===== src/rtl/core/pisq_pkg.sv =====
// ----------------------------------------------------------------------------
// pisq_pkg
// Shared types and constants for the pending identifier set queue.
// ----------------------------------------------------------------------------
package pisq_pkg;

  localparam int ID_COUNT = 256;
  localparam int ID_W     = 8;

  localparam logic [1:0] CMD_INSERT = 2'd0;
  localparam logic [1:0] CMD_REMOVE = 2'd1;
  localparam logic [1:0] CMD_CLEAR  = 2'd2;

  localparam logic STATUS_DONE    = 1'b0;
  localparam logic STATUS_IGNORED = 1'b1;

  typedef struct packed {
    logic [1:0]      cmd;
    logic [ID_W-1:0] item_id;
  } item_t;

  typedef struct packed {
    logic            head_valid;
    logic [ID_W-1:0] head_id;
    logic            status;
  } result_t;

  typedef struct packed {
    logic            valid;
    logic [ID_W-1:0] id;
  } link_t;

  // controller -> successor store
  typedef struct packed {
    logic            wr_en;
    logic [ID_W-1:0] wr_addr;
    logic            wr_valid;
    logic [ID_W-1:0] wr_nxt;
    logic            clr_en;
    logic [ID_W-1:0] clr_addr;
    logic            clr_all;
    logic            rd_en;
    logic [ID_W-1:0] rd_addr;
    logic [ID_W-1:0] va_addr;
    logic [ID_W-1:0] vb_addr;
  } succ_ctl_t;

endpackage


===== src/rtl/core/pisq_succ_store.sv =====
// ----------------------------------------------------------------------------
// pisq_succ_store
// Successor table: identifier RAM with registered read, plus one
// valid flop per entry so reset and clear empty the table at once.
// ----------------------------------------------------------------------------
module pisq_succ_store (
  input  logic                      clk,
  input  logic                      rst,
  input  pisq_pkg::succ_ctl_t       ctl,
  output logic [pisq_pkg::ID_W-1:0] rd_data,
  output logic                      va,
  output logic                      vb
);

  logic [pisq_pkg::ID_W-1:0]     mem [pisq_pkg::ID_COUNT];
  logic [pisq_pkg::ID_COUNT-1:0] vbits;

  always_ff @(posedge clk) begin
    if (ctl.wr_en) begin
      mem[ctl.wr_addr] <= ctl.wr_nxt;
    end
    if (ctl.rd_en) begin
      rd_data <= mem[ctl.rd_addr];
    end
  end

  always_ff @(posedge clk) begin
    if (rst || ctl.clr_all) begin
      vbits <= '0;
    end else begin
      if (ctl.wr_en) begin
        vbits[ctl.wr_addr] <= ctl.wr_valid;
      end
      if (ctl.clr_en) begin
        vbits[ctl.clr_addr] <= 1'b0;
      end
    end
  end

  assign va = vbits[ctl.va_addr];
  assign vb = vbits[ctl.vb_addr];

endmodule


===== src/rtl/core/pisq_ctrl.sv =====
// ----------------------------------------------------------------------------
// pisq_ctrl
// Command sequencer: holds head and tail pointers, runs insert, remove
// (head pop or list walk) and clear against the successor store.
// ----------------------------------------------------------------------------
module pisq_ctrl (
  input  logic                      clk,
  input  logic                      rst,
  input  logic                      start,
  input  pisq_pkg::item_t           item,
  output logic                      busy,
  output logic                      done,
  output pisq_pkg::result_t         result,
  output pisq_pkg::succ_ctl_t       ctl,
  input  logic [pisq_pkg::ID_W-1:0] rd_data,
  input  logic                      va,
  input  logic                      vb
);

  localparam logic [2:0] ST_IDLE = 3'd0;
  localparam logic [2:0] ST_EXEC = 3'd1;
  localparam logic [2:0] ST_HEAD = 3'd2;
  localparam logic [2:0] ST_WALK = 3'd3;
  localparam logic [2:0] ST_LINK = 3'd4;

  logic [2:0]                state, state_next;
  logic [1:0]                cmd_q;
  logic [pisq_pkg::ID_W-1:0] id_q;
  logic [pisq_pkg::ID_W-1:0] prev, prev_next;
  pisq_pkg::link_t           head, head_next;
  pisq_pkg::link_t           tail, tail_next;
  logic                      fin;
  logic                      fin_status;

  assign busy = (state != ST_IDLE);

  always_comb begin
    state_next  = state;
    prev_next   = prev;
    head_next   = head;
    tail_next   = tail;
    fin         = 1'b0;
    fin_status  = pisq_pkg::STATUS_DONE;
    ctl         = '0;
    ctl.va_addr = head.id;
    ctl.vb_addr = id_q;
    unique case (state)
      ST_IDLE: begin
        if (start) begin
          state_next = ST_EXEC;
        end
      end
      ST_EXEC: begin
        unique case (cmd_q)
          pisq_pkg::CMD_INSERT: begin
            fin = 1'b1;
            if ((tail.valid && tail.id == id_q) || vb) begin
              fin_status = pisq_pkg::STATUS_IGNORED;
            end else begin
              if (!head.valid) begin
                head_next = '{valid: 1'b1, id: id_q};
              end else if (tail.valid) begin
                ctl.wr_en    = 1'b1;
                ctl.wr_addr  = tail.id;
                ctl.wr_valid = 1'b1;
                ctl.wr_nxt   = id_q;
              end
              tail_next = '{valid: 1'b1, id: id_q};
            end
          end
          pisq_pkg::CMD_REMOVE: begin
            if (!head.valid) begin
              fin        = 1'b1;
              fin_status = pisq_pkg::STATUS_IGNORED;
            end else if (head.id == id_q) begin
              ctl.rd_en   = 1'b1;
              ctl.rd_addr = id_q;
              state_next  = ST_HEAD;
            end else if (!va) begin
              // head has no successor, so the id is not queued
              fin        = 1'b1;
              fin_status = pisq_pkg::STATUS_IGNORED;
            end else begin
              prev_next   = head.id;
              ctl.rd_en   = 1'b1;
              ctl.rd_addr = head.id;
              state_next  = ST_WALK;
            end
          end
          pisq_pkg::CMD_CLEAR: begin
            fin         = 1'b1;
            head_next   = '0;
            tail_next   = '0;
            ctl.clr_all = 1'b1;
          end
          default: begin
            fin        = 1'b1;
            fin_status = pisq_pkg::STATUS_IGNORED;
          end
        endcase
      end
      ST_HEAD: begin
        fin          = 1'b1;
        ctl.clr_en   = 1'b1;
        ctl.clr_addr = id_q;
        if (vb) begin
          head_next = '{valid: 1'b1, id: rd_data};
        end else begin
          head_next = '0;
          tail_next = '0;
        end
      end
      ST_WALK: begin
        // rd_data is the successor of prev
        ctl.va_addr = rd_data;
        if (rd_data == id_q) begin
          ctl.rd_en   = 1'b1;
          ctl.rd_addr = id_q;
          state_next  = ST_LINK;
        end else begin
          prev_next = rd_data;
          if (!va) begin
            fin        = 1'b1;
            fin_status = pisq_pkg::STATUS_IGNORED;
          end else begin
            ctl.rd_en   = 1'b1;
            ctl.rd_addr = rd_data;
          end
        end
      end
      ST_LINK: begin
        // unlink: prev takes over the successor of the removed id
        fin          = 1'b1;
        ctl.wr_en    = 1'b1;
        ctl.wr_addr  = prev;
        ctl.wr_valid = vb;
        ctl.wr_nxt   = rd_data;
        ctl.clr_en   = 1'b1;
        ctl.clr_addr = id_q;
        if (tail.valid && tail.id == id_q) begin
          tail_next.id = prev;
        end
      end
      default: begin
        state_next = ST_IDLE;
      end
    endcase
    if (fin) begin
      state_next = ST_IDLE;
    end
  end

  always_ff @(posedge clk) begin
    if (rst) begin
      state <= ST_IDLE;
      head  <= '0;
      tail  <= '0;
      done  <= 1'b0;
    end else begin
      state <= state_next;
      head  <= head_next;
      tail  <= tail_next;
      done  <= fin;
    end
  end

  always_ff @(posedge clk) begin
    prev <= prev_next;
    if (start && !busy) begin
      cmd_q <= item.cmd;
      id_q  <= item.item_id;
    end
    if (fin) begin
      result.head_valid <= head_next.valid;
      result.head_id    <= head_next.valid ? head_next.id : '0;
      result.status     <= fin_status;
    end
  end

  a_done_idle: assert property (@(posedge clk) disable iff (rst) done |-> !busy)
    else $error("result strobe while busy");
  a_done_single: assert property (@(posedge clk) disable iff (rst) done |=> !done)
    else $error("result strobe on back-to-back cycles");
  a_accept_busy: assert property (@(posedge clk) disable iff (rst)
    (start && !busy) |=> busy)
    else $error("accepted command did not raise busy");
  a_ptr_agree: assert property (@(posedge clk) disable iff (rst)
    head.valid == tail.valid)
    else $error("head and tail valid disagree");

endmodule


===== src/rtl/core/pending_id_set_queue_top.sv =====
// ----------------------------------------------------------------------------
// pending_id_set_queue_top
// Ordered queue of unique pending identifiers kept as a linked list.
// ----------------------------------------------------------------------------
// Command channel: drive item (cmd, item_id) with start; the transfer happens
// on the rising edge where start is high and busy is low. busy stays high
// while the command runs.
// Result channel: done pulses for one cycle with result (head_valid,
// head_id, status); the receiver must take it in that cycle.
// Command flow is set by successor RAM reads:
//   insert, clear, unused code, remove from empty queue: execute state only
//   remove of the head: execute, then the head state after the RAM read
//   remove further down: execute, walk states that read one successor per
//   link up to the match (one RAM read per link), then the link state; a miss ends at the tail.
// A new command is taken in the cycle done is high.
// Reset (rst, synchronous) empties the queue at once: head, tail and every
// successor valid flop clear together, no sweep.
// ----------------------------------------------------------------------------
module pending_id_set_queue_top (
  input  logic                clk,
  input  logic                rst,
  input  logic                start,
  input  pisq_pkg::item_t     item,
  output logic                busy,
  output logic                done,
  output pisq_pkg::result_t   result
);

  pisq_pkg::succ_ctl_t       ctl;
  logic [pisq_pkg::ID_W-1:0] rd_data;
  logic                      va;
  logic                      vb;

  pisq_ctrl u_ctrl (
    .clk     (clk),
    .rst     (rst),
    .start   (start),
    .item    (item),
    .busy    (busy),
    .done    (done),
    .result  (result),
    .ctl     (ctl),
    .rd_data (rd_data),
    .va      (va),
    .vb      (vb)
  );

  pisq_succ_store u_store (
    .clk     (clk),
    .rst     (rst),
    .ctl     (ctl),
    .rd_data (rd_data),
    .va      (va),
    .vb      (vb)
  );

endmodule


===== config.mk =====
export PLATFORM = sky130hd
export DESIGN_NAME = pending_id_set_queue_top
export DESIGN_NICKNAME = d
export VERILOG_FILES = /design/src/rtl/core/pisq_pkg.sv /design/src/rtl/core/pisq_succ_store.sv /design/src/rtl/core/pisq_ctrl.sv /design/src/rtl/core/pending_id_set_queue_top.sv
export SDC_FILE = /design/constraint.sdc
export NUM_CORES = 2
export LEC_CHECK = 0
export CORE_ASPECT_RATIO = 1.25
export CORE_UTILIZATION = 51
export DETAILED_ROUTE_END_ITERATION = 16
export DONT_BUFFER_PORTS = 1
export PLACE_DENSITY = 0.76
export SLEW_MARGIN = 0
export SYNTH_ARGS = -nofsm -noshare
export SYNTH_HDL_FRONTEND = slang
export SYNTH_SLANG_ARGS = --single-unit

===== constraint.sdc =====
create_clock -name clk -period 9.5 [get_ports clk]
set_input_delay 1.9 -clock clk [delete_from_list [all_inputs] [get_ports clk]]
set_output_delay 1.9 -clock clk [all_outputs]
set_load 0.02 [all_outputs]

==> metrics.csv <==
metric,value,unit
fin_worst_skew,0.0536,ns
synth_top_family_by_area,simple AND/OR/NAND/NOR gates,
synth_async_sr_flop_share,0,%
grt_busiest_layer,met2,
cp_common_cell,buf_4,
clk_latency,0.90,ns
yosysTopAreaCellShare,61.3,%
synth_fp_nets,8496,
hp-class,flop to flop,
cts_tree,yes,
h-tree-depth,4,
final.min_clock_period,9.06,ns
switching_power,0.00455,W
yosysSeqAreaShare,66.8,%
dpl.hpwl,211000,um
cts_max_path_buffers,3,
cts_buffers,207,
dr.pass1.iters,8,
critPathMaxStageDelay,1.01,ns
synth_xor_area_share,0.215,%
yosysTopAreaCell,edfxtp_1,
synth-seq-cells,2362,
synth_adder_area_share,0,%
gp_congestion,1.08,
grt_pass1_wl,489000,um
r2r_cells,19,
final_core_util,57.0,%
fp.dieArea,202000,sq um
vias,75200,
crit_type,flop to flop,
root_buffer,clkbuf_16,
viasPerCell,6.70,
synth_flop_cell,edfxtp_1,
grt_antenna_before_repair,24,
crit_slowest_cell,a2111oi_0,
power,0.0208,W
ios,25,
hold_violations,0,
drtIter0Drc,11600,
rows,183,
ant_nets,0,
place_area,106000,sq um
synth.most_common_cell,edfxtp_1,
swShare,21.9,%
core_area,199000,sq um
fin_area,113000,sq um
grtUsageMet3,7.75,%
cp_max_fo,32,
r2r-start,u_ctrl.state[2]$_SDFFE_PP0P_,
dieWidth,402,um
slew_viol_final,0,
synth_compound_area_share,6.26,%
hold_path_end,u_ctrl.tail[8]$_SDFFE_PP0P_,
p_int,0.0162,W
worstPathArrival,9.62,ns
worst_hold_slack,0.508,ns
p_clk_share,42.1,%
synth_edf_count,2084,
grt-ovfl-total,0,
drive_above_1_share,11.9,%
wire_per_inst,30.2,um
timing.rr.end,u_store.rd_data[7]$_DFFE_PP_,
fin_setup_tns,0,ns
synthSimpleGateAreaFrac,18.3,%
combPwrFrac,3.6,%
reg2reg_slack,0.44,ns
use_met2,51.4,%
die_h,502,um
start_util,51.3,%
maxCapViolCount,0,
grtUsageMet1,40.1,%
grt_start_max_net_pins,181,
synth.distinct_cells,94,
synthTopCellsByArea,"edfxtp_1, nand2_1, dfxtp_1",
setup_viol_count_final,0,
yosys-top-cells-count,"edfxtp_1, nand2_1, nand3_1",
port_buffers,0,
wl,339000,um
syn-cell-area,102000,sq um
seqPwrFrac,54.3,%
power_density,183,nW/um^2
post-cts-setup-buffers,0,
tightest_slew,1.38,ns
synth.area.mux_share,5.32,%
grt_pass1_vias,72400,
nets,8462,
critPathCaptureType,flop,
cts.clk_slew.worst_paths,0.07,ns
synth-warning-count,0,
cts_num_sinks,2362,
hp-start,u_ctrl.tail[8]$_SDFFE_PP0P_,
p_leak,36.5,nW
status,completed,
fmax,110,MHz
vdd_ir_drop_max,0.208,mV
critPathLaunchType,flop,
rsz0062_at_grt,false,
drc,0,
holdPathStages,2,
relSlewSlack,7.62,%
crit_chain,and4b_1 -> a21oi_2 -> inv_2 -> mux2_2 -> o2bb2ai_1 -> a2111oi_0 -> a211o_1 -> and2_1 -> nor3_2 -> a221oi_4 -> buf_4 -> buf_4 -> nand3_1 -> and3_1 -> a31oi_1 -> a21oi_1 -> buf_4 -> nor4_1 -> nor4_1,
syn2layout_area_growth,11.2,%
period_share,95.4,%
track_usage,33.1,%
synth_area_per_cell,12.0,sq um
ctsHoldBuffers,0,
ctsResizeCount,0,
critical_path_required,10.06,ns
synth_cells,8483,
per-layer routing:
metal  share of wire, %  vias up
met2                 45     5524
met3                 11     1364
li1                   -    31500
met5              0.048        -
met1                 34    36800
met4                9.1       24
cell usage in the layout (no fill, tap or decap), drive strengths merged, types with 15 or more instances in the layout:
cell / netlist / final
a2111oi: 264 / 264
edfxtp: 2084 / 2084
a22oi: 19 / 19
a21oi: 104 / 104
diode: 0 / 15
clkinv: 0 / 88
nand3: 943 / 943
nor3: 288 / 288
clkbuf: 306 / 252
nand2b: 17 / 17
and3: 247 / 247
buf: 370 / 433
o22ai: 39 / 39
inv: 25 / 36
a221oi: 18 / 18
a211oi: 22 / 22
a31oi: 113 / 113
nor4: 61 / 61
nor2b: 30 / 30
nand2: 1987 / 1987
bufinv: 0 / 27
mux4: 174 / 174
nor2: 604 / 604
mux2i: 141 / 141
a311oi: 70 / 70
o21ai: 47 / 47
dfxtp: 278 / 278
flip-flops by register name, summed over array words and instances, names as in the netlist, 8 cells and up:
register and count:
u_ctrl.head 9, u_store.rd_data 8, u_ctrl.id_q 8, u_ctrl.tail 9
u_ctrl.prev 8, u_ctrl.result 10, u_store.vbits 256, u_store.mem 2048
metrics by stage:
step                setup slack (ns)  std cells
finish                         0.441      11200
global route                   0.546      11200
CTS                            0.855      11200
detailed placement             0.890      10800
global placement               0.767      10800
floorplan                       2.15       8483
how the worst max path moves through the flow:
stage,start,slack (ns),cells past startpoint,end
6_report,u_ctrl.state[2]$_SDFFE_PP0P_,0.44,19,u_store.rd_data[7]$_DFFE_PP_
4_1_cts,u_ctrl.state[2]$_SDFFE_PP0P_,0.85,19,u_store.rd_data[7]$_DFFE_PP_
3_5_place_dp,u_ctrl.state[2]$_SDFFE_PP0P_,0.89,19,u_store.rd_data[7]$_DFFE_PP_
5_1_grt,u_ctrl.state[2]$_SDFFE_PP0P_,0.55,18,u_store.rd_data[0]$_DFFE_PP_
2_1_floorplan,u_ctrl.id_q[0]$_DFFE_PP_,2.15,9,u_store.mem[0][0]$_DFFE_PP_
3_3_place_gp,u_ctrl.state[2]$_SDFFE_PP0P_,0.77,18,u_store.rd_data[2]$_DFFE_PP_
final cells by class:
type / count / area (sq um)
diodes: 15 / 37.5
clock buffers: 252 / 5400
clock inverters: 139 / 1660
fillers: 15100 / 85500
inverters: 25 / 93.8
multi-input cells: 5420 / 31000
flip-flops and latches: 2362 / 68200
well taps: 2590 / 3240
repair buffers: 433 / 3870
critical path: cells and delay by family (launching register included):
family	cells	cell delay [ns]
compound gates	7	3.43
buf+inv	4	1.71
flops	1	0.60
mux	1	0.43
simple gates	7	2.53
kinds of logic (layout without fill, tap and decap cells):
family                    count (synthesis)  after routing
and+or+nand+nor                        4242           4242
muxes                                   322            322
AOI/OAI and AO/OA                       831            831
xor gates and xnor gates                 25             25
other                                     0             15
DFF                                    2362           2362
buffers and inverters                   701            849
power groups by stage:
stage	registers, W	clock network [W]	logic, W
after detailed placement	0.0115	0	0.000718
after CTS	0.0113	0.00878	0.000721
after global routing	0.0113	0.00914	0.000774
after global placement	0.0115	0	0.000714
after floorplan	0.0115	0	0.000499
final	0.0113	0.00876	0.000753
No activity file was read; power rests on OpenSTA's default activity.
